[src/design/mfd_pkg.sv]
package mfd_pkg;

	localparam int SAMPLE_W   = 24;
	localparam int GAIN_W     = 16;
	localparam int PHASE_W    = 16;
	localparam int AMP_W      = 13;
	localparam int OFFSET_W   = 17;
	localparam int BASE_W     = 18;
	localparam int CFG_IDX_W  = 3;
	localparam int CFG_DATA_W = 18;
	localparam int STEP_W     = 5;

	localparam int GAIN_ONE  = 32768;
	localparam int BASE_MAX  = 131072;
	localparam int SWING_MAX = 4096;

	localparam logic [CFG_IDX_W-1:0] REG_DELAY_OFFSET    = 3'd0;
	localparam logic [CFG_IDX_W-1:0] REG_MOD_ENABLE      = 3'd1;
	localparam logic [CFG_IDX_W-1:0] REG_MOD_PERIOD      = 3'd2;
	localparam logic [CFG_IDX_W-1:0] REG_MOD_AMPLITUDE   = 3'd3;
	localparam logic [CFG_IDX_W-1:0] REG_MOD_BASE        = 3'd4;
	localparam logic [CFG_IDX_W-1:0] REG_MIX_GAIN        = 3'd5;
	localparam logic [CFG_IDX_W-1:0] REG_FEEDBACK_GAIN   = 3'd6;

	localparam logic [OFFSET_W-1:0]     RST_DELAY_OFFSET  = 17'd80000;
	localparam logic [PHASE_W-1:0]      RST_MOD_PERIOD    = 16'd25000;
	localparam logic signed [AMP_W-1:0] RST_MOD_AMPLITUDE = 13'sd20;
	localparam logic [BASE_W-1:0]       RST_MOD_BASE      = 18'd50;
	localparam logic [GAIN_W-1:0]       RST_MIX_GAIN      = 16'd9830;
	localparam logic [GAIN_W-1:0]       RST_FEEDBACK_GAIN = 16'd16384;

	localparam logic [63:0] Q30_ONE     = 64'd1073741824;
	localparam logic [63:0] TWO_PI_Q30  = 64'd6746518852;
	localparam logic [63:0] PI_Q30      = 64'd3373259426;
	localparam logic [63:0] HALF_PI_Q30 = 64'd1686629713;

	typedef enum logic [STEP_W-1:0] {
		ST_IDLE,
		ST_CHK_OFS,
		ST_OFS_LOAD,
		ST_OFS_RED,
		ST_OFS_SET,
		ST_RD_ADDR,
		ST_RD_MEM,
		ST_MUL_DFB,
		ST_MUL_XFB,
		ST_MUL_DMX,
		ST_MUL_XMX,
		ST_OUT,
		ST_CHK_MOD,
		ST_PH_MUL,
		ST_DIV,
		ST_ROM,
		ST_SWING,
		ST_MOD_LOAD,
		ST_MOD_RED,
		ST_MOD_SET
	} step_t;

	typedef enum logic [4:0] {
		OP_IDLE,
		OP_NOP,
		OP_RED_OFS,
		OP_RED_STEP,
		OP_OFS_SET,
		OP_RD_ADDR,
		OP_RD_MEM,
		OP_MUL_DFB,
		OP_MUL_XFB,
		OP_MUL_DMX,
		OP_MUL_XMX,
		OP_OUT,
		OP_PH_MUL,
		OP_DIV_STEP,
		OP_ROM,
		OP_SWING,
		OP_RED_MOD,
		OP_MOD_SET
	} op_t;

	typedef enum logic [2:0] {
		COND_NEXT,
		COND_JUMP,
		COND_WAIT_IN,
		COND_CLEAN,
		COND_LOOP,
		COND_OUT_BUSY,
		COND_MOD_OFF
	} cond_t;

	typedef struct packed {
		op_t   op;
		cond_t cond;
		step_t target;
	} uword_t;

	typedef struct packed {
		logic in_valid;
		logic dirty;
		logic loop_last;
		logic out_busy;
		logic mod_en;
	} seq_stat_t;

	// Truncating division by 2^15, rounding toward zero.
	function automatic logic signed [26:0] trz15(input logic signed [41:0] p);
		logic signed [41:0] t;
		t = p[41] ? p + 42'sd32767 : p;
		return 27'(t >>> 15);
	endfunction

	// Sine of a Q34.30 angle in [0, 2*pi): sign bit on top, Q1.30 magnitude below.
	function automatic logic [31:0] sine_word(input logic [63:0] ang);
		logic [63:0] x;
		logic [63:0] x2;
		logic [63:0] t;
		logic        neg;
		x   = ang;
		neg = 1'b0;
		if (x > PI_Q30) begin
			neg = 1'b1;
			x   = x - PI_Q30;
		end
		if (x > HALF_PI_Q30) begin
			x = (x > PI_Q30) ? 64'd0 : PI_Q30 - x;
		end
		x2 = (x * x) >> 30;
		t  = Q30_ONE - x2 / 64'd110;
		t  = Q30_ONE - ((x2 * t) >> 30) / 64'd72;
		t  = Q30_ONE - ((x2 * t) >> 30) / 64'd42;
		t  = Q30_ONE - ((x2 * t) >> 30) / 64'd20;
		t  = Q30_ONE - ((x2 * t) >> 30) / 64'd6;
		return {neg, 31'((x * t) >> 30)};
	endfunction

endpackage

[src/design/mfd_seq.sv]
module mfd_seq (
	input  logic               clk,
	input  logic               arst_n,
	input  mfd_pkg::seq_stat_t stat,
	output mfd_pkg::uword_t    uword
);

	mfd_pkg::step_t pc_q;
	mfd_pkg::step_t pc_d;
	mfd_pkg::step_t pc_inc;

	function automatic mfd_pkg::uword_t ucode(input mfd_pkg::step_t s);
		mfd_pkg::uword_t u;
		case (s)
			mfd_pkg::ST_IDLE:     u = '{mfd_pkg::OP_IDLE, mfd_pkg::COND_WAIT_IN, mfd_pkg::ST_IDLE};
			mfd_pkg::ST_CHK_OFS:  u = '{mfd_pkg::OP_NOP, mfd_pkg::COND_CLEAN, mfd_pkg::ST_RD_ADDR};
			mfd_pkg::ST_OFS_LOAD: u = '{mfd_pkg::OP_RED_OFS, mfd_pkg::COND_NEXT, mfd_pkg::ST_IDLE};
			mfd_pkg::ST_OFS_RED:  u = '{mfd_pkg::OP_RED_STEP, mfd_pkg::COND_LOOP, mfd_pkg::ST_OFS_RED};
			mfd_pkg::ST_OFS_SET:  u = '{mfd_pkg::OP_OFS_SET, mfd_pkg::COND_NEXT, mfd_pkg::ST_IDLE};
			mfd_pkg::ST_RD_ADDR:  u = '{mfd_pkg::OP_RD_ADDR, mfd_pkg::COND_NEXT, mfd_pkg::ST_IDLE};
			mfd_pkg::ST_RD_MEM:   u = '{mfd_pkg::OP_RD_MEM, mfd_pkg::COND_NEXT, mfd_pkg::ST_IDLE};
			mfd_pkg::ST_MUL_DFB:  u = '{mfd_pkg::OP_MUL_DFB, mfd_pkg::COND_NEXT, mfd_pkg::ST_IDLE};
			mfd_pkg::ST_MUL_XFB:  u = '{mfd_pkg::OP_MUL_XFB, mfd_pkg::COND_NEXT, mfd_pkg::ST_IDLE};
			mfd_pkg::ST_MUL_DMX:  u = '{mfd_pkg::OP_MUL_DMX, mfd_pkg::COND_NEXT, mfd_pkg::ST_IDLE};
			mfd_pkg::ST_MUL_XMX:  u = '{mfd_pkg::OP_MUL_XMX, mfd_pkg::COND_NEXT, mfd_pkg::ST_IDLE};
			mfd_pkg::ST_OUT:      u = '{mfd_pkg::OP_OUT, mfd_pkg::COND_OUT_BUSY, mfd_pkg::ST_OUT};
			mfd_pkg::ST_CHK_MOD:  u = '{mfd_pkg::OP_NOP, mfd_pkg::COND_MOD_OFF, mfd_pkg::ST_IDLE};
			mfd_pkg::ST_PH_MUL:   u = '{mfd_pkg::OP_PH_MUL, mfd_pkg::COND_NEXT, mfd_pkg::ST_IDLE};
			mfd_pkg::ST_DIV:      u = '{mfd_pkg::OP_DIV_STEP, mfd_pkg::COND_LOOP, mfd_pkg::ST_DIV};
			mfd_pkg::ST_ROM:      u = '{mfd_pkg::OP_ROM, mfd_pkg::COND_NEXT, mfd_pkg::ST_IDLE};
			mfd_pkg::ST_SWING:    u = '{mfd_pkg::OP_SWING, mfd_pkg::COND_NEXT, mfd_pkg::ST_IDLE};
			mfd_pkg::ST_MOD_LOAD: u = '{mfd_pkg::OP_RED_MOD, mfd_pkg::COND_NEXT, mfd_pkg::ST_IDLE};
			mfd_pkg::ST_MOD_RED:  u = '{mfd_pkg::OP_RED_STEP, mfd_pkg::COND_LOOP, mfd_pkg::ST_MOD_RED};
			mfd_pkg::ST_MOD_SET:  u = '{mfd_pkg::OP_MOD_SET, mfd_pkg::COND_JUMP, mfd_pkg::ST_IDLE};
			default:              u = '{mfd_pkg::OP_NOP, mfd_pkg::COND_JUMP, mfd_pkg::ST_IDLE};
		endcase
		return u;
	endfunction

	always_ff @(posedge clk or negedge arst_n) begin
		if (!arst_n) begin
			pc_q <= mfd_pkg::ST_IDLE;
		end else begin
			pc_q <= pc_d;
		end
	end

	always_comb begin
		uword = ucode(pc_q);
	end

	always_comb begin
		pc_inc = mfd_pkg::step_t'(mfd_pkg::STEP_W'(pc_q) + mfd_pkg::STEP_W'(1));
		case (uword.cond)
			mfd_pkg::COND_NEXT:     pc_d = pc_inc;
			mfd_pkg::COND_JUMP:     pc_d = uword.target;
			mfd_pkg::COND_WAIT_IN:  pc_d = stat.in_valid ? pc_inc : uword.target;
			mfd_pkg::COND_CLEAN:    pc_d = stat.dirty ? pc_inc : uword.target;
			mfd_pkg::COND_LOOP:     pc_d = stat.loop_last ? pc_inc : uword.target;
			mfd_pkg::COND_OUT_BUSY: pc_d = stat.out_busy ? uword.target : pc_inc;
			mfd_pkg::COND_MOD_OFF:  pc_d = stat.mod_en ? pc_inc : uword.target;
			default:                pc_d = mfd_pkg::ST_IDLE;
		endcase
	end

endmodule

[config.mk]
export PLATFORM = sky130hd
export DESIGN_NAME = mfd_seq
export DESIGN_NICKNAME = d
export VERILOG_FILES = /design/src/design/mfd_pkg.sv /design/src/design/mfd_seq.sv
export SDC_FILE = /design/constraint.sdc
export NUM_CORES = 1
export LEC_CHECK = 0
export BUFFER_PORTS_ARGS = -buffer_cell sky130_fd_sc_hd__buf_2
export CORE_MARGIN = 4
export CORE_UTILIZATION = 50
export CTS_CLUSTER_SIZE = 25
export DETAILED_ROUTE_END_ITERATION = 8
export PLACE_DENSITY = 0.81
export SETUP_SLACK_MARGIN = 0.02
export SYNTH_ARGS = -nofsm -noshare
export SYNTH_HDL_FRONTEND = slang
export SYNTH_SLANG_ARGS = --single-unit
export TNS_END_PERCENT = 100
[constraint.sdc]
create_clock -name clk -period 2.65 [get_ports clk]
set_input_delay 0.1325 -clock clk [delete_from_list [all_inputs] [get_ports clk]]
set_output_delay 0.1325 -clock clk [all_outputs]
set_load 0.1 [all_outputs]
======== Yosys cells after proc, flatten, opt, wreduce, memory -nomap -nowiden ========
Memory sizes are Yosys's and may differ from the RTL's.
Index checks and enable logic that the tools add are counted.
Widths: inputs -> output; s select.
word-level totals
  flip-flop bits (word level) ............. 5
  ROM bits ................................ 416
  input port bits ......................... 7
  output and inout port bits .............. 13
  logic and storage cells ................. 16
  memories kept ........................... 1
memories
  memory            depth  bits a word  rd ports  clocked after Yosys merged registers in  wr ports  RTL line       text
  (name not given)  32     13           1         0                                        0         mfd_seq.sv:14  case (s)
operators by class
  $add $sub $neg .......................... 1
  equal/unequal tests ..................... 6
  muxes and demuxes ....................... 6
  reduce and logical (&&, ||, !) cells .... 1
operators with widths
  cell                 count
  $pmux 5 s7           1
  $mux 5               5
  $eq 3x3->1 const B   3
  $eq 3x2->1 const B   2
  $add 5x1->5 const B  1
  $eq 3x1->1 const B   1
  $logic_not 3->1      1

======== Logic depth before layout (Yosys ltp) ========
Gate-level depths: netlist of the first run.
  depth after elaboration ................. 3
  mapped depth ............................ 10
  gate-level depth less buffers ........... 9

======== Worst setup path before layout of the first run ========
Ideal clock, no wire load.
  path type ............................... reg2out
  start ................................... register pc_q[4]
  end ..................................... output port uword[8] (netlist bit)
  arrival ................................. 3110 ps
  data required time ...................... 2518 ps
  path slack .............................. -593 ps
  stages on the path, launching flop included .. 5
  buffers on the path ..................... 2
  path through ............................ dfrtp_1 buf_2 buf_1 o21ai_0 o21ai_0
RTL lines
  element                   RTL line       text
  start: declaration        mfd_seq.sv:8   mfd_pkg::step_t pc_q;
  start signal: assignment  mfd_seq.sv:42  pc_q <= mfd_pkg::ST_IDLE;
  start signal: assignment  mfd_seq.sv:44  pc_q <= pc_d;
  end: declaration          mfd_seq.sv:5   output mfd_pkg::uword_t uword

======== Worst setup path after layout of the first run ========
  start ................................... register pc_q[0]
  end ..................................... register pc_q[3]
on the way
  word-level cells in the longest chain between the ends .. 3
  elaborated cells between the ends (all ways) .. 15
  those cells by class .................... add/sub: 1; eq/ne: 6; mux: 6; reduce/logical: 1; memory: 1
RTL lines
  element                                              RTL line       text
  $mem_v2 32x13 / $add 5x1->5 (equally long branches)  n/a
  $eq 3x3->1 (tied with other cells)                   mfd_seq.sv:54  case (uword.cond)
  $pmux 5 s7 *                                         mfd_seq.sv:54
  via pc_d[3]                                          mfd_seq.sv:9   mfd_pkg::step_t pc_d;
The timed path passes the listed nets; every way through them passes the cells marked *.

==> impl_results.md, run 1 <==
- Number of library cell types mapped by synthesis: 46
- Crit path required time: 2.77 ns
- Place WS: 0.152 ns
- Initial core utilization: 52.2%
- Max Slew Vio Count: 0
- Nets@finish: 175
- RSZ-0062 raised after global routing: no
- Status: complete, no violations
- Critical Path Start Type: flip-flop
- Setup bufs post-CTS: 0
- DRC: 0
- Number of synthesized flops with an enable pin: 0
- Async set or reset register ratio after synthesis: between 90% and 100%
- Number of port buffers: 19
- TritonRoute pass-1 iters: 5
- Largest net degree at the start of global routing: 17
- Syn Inst Count: 134
- Clk_lat worst skew: 0.24 ns
- Worst-path maximum fanout: 9
- Final Hold Fails: 0
- Setup Skew: between 0.002 and 0.0025 ns
- Avg Cell Area, Syn: around 7.6 um^2
- Slew @ Worst Pin: 0.473 ns
- Clk slew on worst S/H paths: around 0.040 ns
- Rel. slew slack: 68.2%
- Grt total ovfl: 0
- Post-route ant nets: 0
- Clk root buf: clkbuf_4
- Crit path to: pc_q[3]$_DFF_PN0_
- Fin crit share: around 96%
- CTS tree: yes
- Yosys warning total: 0
- Hold crit path type: input port to async pin
- Die Ht: 53.2 um
- Routability cong.: between 0.8 and 0.9
- Area of the core: a little under 2000 um^2
- Drt initial violations: 88
- Capturing point of the worst reg2reg path: pc_q[3]$_DFF_PN0_
- Seq cells post-synth: 5
- Most frequent cells in the layout: 18 x buf_2, 10 x o21ai_0, 9 x nand2_1, 9 x ha_1, 8 x inv_1
- Most common cell after layout, fill and taps aside: buf_2
- R2r startpoint: pc_q[0]$_DFF_PN0_
- Crit end category: flip-flop
- Synth Flop Type: dfrtp_1
- Arr. time, crit path: 2.67 ns
- First-pass GRT wire length: roughly 5200 um
- Largest registers: pc_q x5
- Synthesized cell area: between 1000 and 1500 um^2
- Sink Count: 5
- CTS buffer count: 3
- Final worst-path setup slack: 0.103 ns
- Initial antenna violation count: 0
- Detailed-route via count: 1229
- Leading area contributor after synthesis: dfrtp_1
- I/O pin count: 20
- Die ar.: between 2000 and 3000 um^2
- Share of layout cells above drive strength 1: 27.4%
- CTS H-tree lvls: 1
- Vias in the first global route: 1106
- WL per Instance: 17.3 um
- Total wire length: 3190 um
- R2r worst-path depth: 7
- Sequential area share after synthesis: 12.2%
- GRT Util Overall: 24.6%
- Synth Net Count: 151
- Tmin final: 2.55 ns
- Most flops, register: pc_q
- R2R Setup Slk: 0.10 ns
- # setup viols final: 0
- Clk buf depth: 2
- CP startpoint: pc_q[0]$_DFF_PN0_
- Largest register FFs: 5
- Final hold slack: around 0.23 ns
- P&R area growth vs syn: 22.6%
- Critical path class: flip-flop to flip-flop
- Core Rows: 16
- Largest cells by area after synthesis: dfrtp_1 12%, ha_1 12%, o21ai_0 5.4%, inv_1 4.0%, nand2_1 3.3%
- Post-detail-place hpwl: 2490 um
- Ant. Diodes: 0
- Die width: between 50 and 60 um
- Number of vias per cell: 6.68
- Post-synth top area share: between 10% and 20%
- Max Freq: 393 MHz
- # Max-Cap Violations: 0
-- worst min-delay path by stage --
stage          depth (start not counted)                 to  slack (ns)
3_3_place_gp                           1  pc_q[4]$_DFF_PN0_       -0.05
5_1_grt                                2  pc_q[1]$_DFF_PN0_        0.26
4_1_cts                                2  pc_q[2]$_DFF_PN0_        0.23
2_1_floorplan                          0  pc_q[0]$_DFF_PN0_       -0.16
3_5_place_dp                           1  pc_q[2]$_DFF_PN0_       -0.05
6_report                               2  pc_q[2]$_DFF_PN0_        0.23
-- cell usage after synthesis, types with 3 or more instances --
master / count
nor2_1: 7
a221oi_1: 3
inv_1: 11
nand2b_1: 3
nand3_1: 6
and3_1: 4
a22oi_1: 4
nand2_1: 9
mux2i_1: 3
mux2_2: 3
buf_2: 4
dfrtp_1: 5
ha_1: 10
o21ai_0: 11
a21oi_1: 6
nor3b_1: 3
-- layout make-up --
cell class / instances / area (um^2)
clock buffer: 4 / 26.3
fill: 181 / 707
inverter: 12 / 55.1
multi-input combinational: 111 / 856
sequential: 5 / 126
tap: 27 / 33.8
timing repair buffer: 25 / 158
-- layer usage --
metal	GRT usage, %	wire, um	vias up
met2	39.0	1500	98
li1	-	-	567
met1	33.8	1330	558
met4	9.36	44	0
met5	0	0	-
met3	2.25	318	6
-- critical path, stage by stage, from the launching register on --
cell and delay, ns:
dfrtp_2 0.47, ha_1 0.27, ha_1 0.26, nor3b_1 0.33, a31o_1 0.28, mux2_4 0.34
a2111o_1 0.36, o31a_1 0.12
-- per-stage QoR --
stage,TNS (ns),utilization (%),std cells,area (um^2)
3_5_place_dp,0,61.8,179,1210
5_1_grt,0,64.0,184,1250
3_3_place_gp,0,61.8,179,1210
6_report,0,64.0,184,1250
4_1_cts,0,63.6,184,1250
2_1_floorplan,-0.218,-,134,1070
-- timing repair --
item / in CTS / in global routing
setup endpoints to repair: 0 / 1
hold endpoints to repair: 5 / 0
hold buffers: 1 / 0
resized for setup: 0 / 1
-- kinds of logic (layout without fill, tap and decap cells) --
kind of cell / Yosys count / count (layout) / share of synthesized area, %
adder cells (fa/ha/maj): 10 / 10 / 12.2
XOR/XNOR: 2 / 2 / 1.71
AO/OA/AOI/OAI: 47 / 47 / 33.0
AND/OR/NAND/NOR: 45 / 45 / 25.3
flip-flops: 5 / 5 / 12.2
buffers and inverters: 18 / 41 / 7.82
multiplexers: 7 / 7 / 7.70
Power of run 1 is left out: the tool's default activity adds up to more than one toggle a clock period on the data nets, which glitch-free logic cannot reach.
==> run 2, diff against run 1 <==
==> constraint.sdc (replaced) <==
create_clock -name clk -period 2.65 [get_ports clk]
set_input_delay 0.53 -clock clk [delete_from_list [all_inputs] [get_ports clk]]
set_output_delay 0.53 -clock clk [all_outputs]
set_load 0.1 [all_outputs]
==> impl_results.md, run 2 (same netlist as run 1, synthesis figures left out) <==
- Critical path class: flip-flop to output port
- Hold crit path type: input port to async pin
- Initial antenna violation count: 0 (unchanged)
- Worst path max stage delay: 0.46 ns (about the same)
- Clk buf depth: 2 (unchanged)
- Share of layout cells above drive strength 1: 32.1% (+4.7 points)
- First-pass GRT wire length: 5230 um (+1.1%)
- Number of port buffers: 19 (unchanged)
- Sink Count: 5 (unchanged)
- Die Ht: 53.2 um (unchanged)
- Clk root buf: clkbuf_4
- P&R area growth vs syn: 27.8%
- Largest net degree at the start of global routing: 20 (+3)
- Crit-path slowest cell: dfrtp_2
- Die width: 53.2 um (unchanged)
- WL per Instance: 16.8 um (-3.2%)
- DRC: 0 (unchanged)
- Vias in the first global route: 1104 (-0.18%)
- I/O pin count: 20 (unchanged)
- Clk slew on worst S/H paths: 0.04 ns (about the same)
- Rel. slew slack: 62.5% (-5.7 points)
- Core Rows: 16 (unchanged)
- Buf/Inv on CP: 3 (+3)
- Most frequent cells in the layout: 14 x buf_2, 10 x o21ai_0, 9 x nand2_1, 9 x ha_1, 9 x buf_4
- # Max-Cap Violations: 0 (unchanged)
- Die ar.: 2840 um^2 (unchanged)
- Fin crit share: 97.5% (+1.4 points)
- Largest register FFs: 5 (unchanged)
- Setup bufs post-CTS: 0 (unchanged)
- Cell chain of the critical path: ha_1 -> ha_2 -> nor2_2 -> a311oi_1 -> buf_4 -> nor2_4 -> clkinvlp_4 -> buf_12
- Detailed-route via count: 1210 (-1.5%)
- Post-detail-place hpwl: 2430 um (-2.2%)
- Final worst-path setup slack: 0.0652 ns (-0.0381 ns)
- Nets@finish: 177 (+1.1%)
- CTS buffer count: 3 (unchanged)
- Drt initial violations: 37 (-58%)
- Place WS: 0.145 ns (-0.00714 ns)
- Largest registers: pc_q x5
- Ant. Diodes: 0 (unchanged)
- Worst path top cell family by delay: buffers and inverters
- RSZ-0062 raised after global routing: yes
- Grt total ovfl: 0 (unchanged)
- Most common cell after layout, fill and taps aside: buf_2
- Max Freq: 387 MHz (-1.5%)
- Setup Skew: 0.00106 ns (-0.00113 ns)
- Max Slew Vio Count: 0 (unchanged)
- Critical Path Start Type: flip-flop
- TritonRoute pass-1 iters: 4 (-1)
- # setup viols final: 0 (unchanged)
- Post-route ant nets: 0 (unchanged)
- Area of the core: 1960 um^2 (unchanged)
- Tmin final: 2.58 ns (+0.0381 ns)
- CTS H-tree lvls: 1 (unchanged)
- GRT Util Overall: 24.8% (+0.20 points)
- Clk_lat worst skew: 0.23 ns (about the same)
- CTS tree: yes
- Crit end category: output port
- Status: complete, no violations
- Slew @ Worst Pin: 0.557 ns (+0.0840 ns)
- Crit path required time: 2.12 ns (-0.65 ns)
- Worst-path maximum fanout: 9 (unchanged)
- Final Hold Fails: 0 (unchanged)
- Total wire length: 3120 um (-2.2%)
- Routability cong.: 1.02 (+16%)
- Final hold slack: 0.0974 ns (-0.134 ns)
- Arr. time, crit path: 2.05 ns (-0.62 ns)
- Initial core utilization: 52.2% (unchanged)
- Most flops, register: pc_q
- Number of vias per cell: 6.51 (-2.6%)
[run 2: what timing repair did]
action                                  CTS  global route
hold buffers                              0             0
gates resized for setup                   3             7
endpoints found under the setup margin    3             6
[run 2: path summary, 6_finish.rpt]
path,from,endpoint,slack [ns],cells after the start
min reg2reg,pc_q[0]$_DFF_PN0_,pc_q[0]$_DFF_PN0_,0.59,1
min in group clk,pc_q[0]$_DFF_PN0_,pc_q[0]$_DFF_PN0_,0.59,1
max reg2reg,pc_q[1]$_DFF_PN0_,pc_q[0]$_DFF_PN0_,0.24,8
min,arst_n,pc_q[2]$_DFF_PN0_,0.1,1
max,pc_q[0]$_DFF_PN0_,uword[7],0.07,8
max in group asynchronous,arst_n,pc_q[0]$_DFF_PN0_,2.41,1
[run 2: per-stage QoR]
stage / setup TNS [ns] / utilization [%] / instance area, um^2 / cells
floorplan: -1.19 / - / 1060 / 134
global placement: 0 / 64.3 / 1260 / 182
detailed placement: 0 / 64.3 / 1260 / 182
CTS: 0 / 65.8 / 1290 / 186
global route: -0.0243 / 66.6 / 1310 / 186
finish: 0 / 66.6 / 1310 / 186
[run 2: final cells by class]
cell class,instances,area (um^2)
Multi-Input combinational cell,111,860
Fill cell,180,654
Timing Repair Buffer,27,205
Sequential cell,5,128
Inverter,12,55.1
Tap cell,27,33.8
Clock buffer,4,26.3
[run 2: layer usage]
metal | share of wire [%] | GRT usage (%)
met2 | 48 | 39.8
met1 | 42 | 34.3
met3 | 8.4 | 1.69
met4 | 1.9 | 8.94
met5 | 0 | 0
Power of run 2 is left out for the same reason.
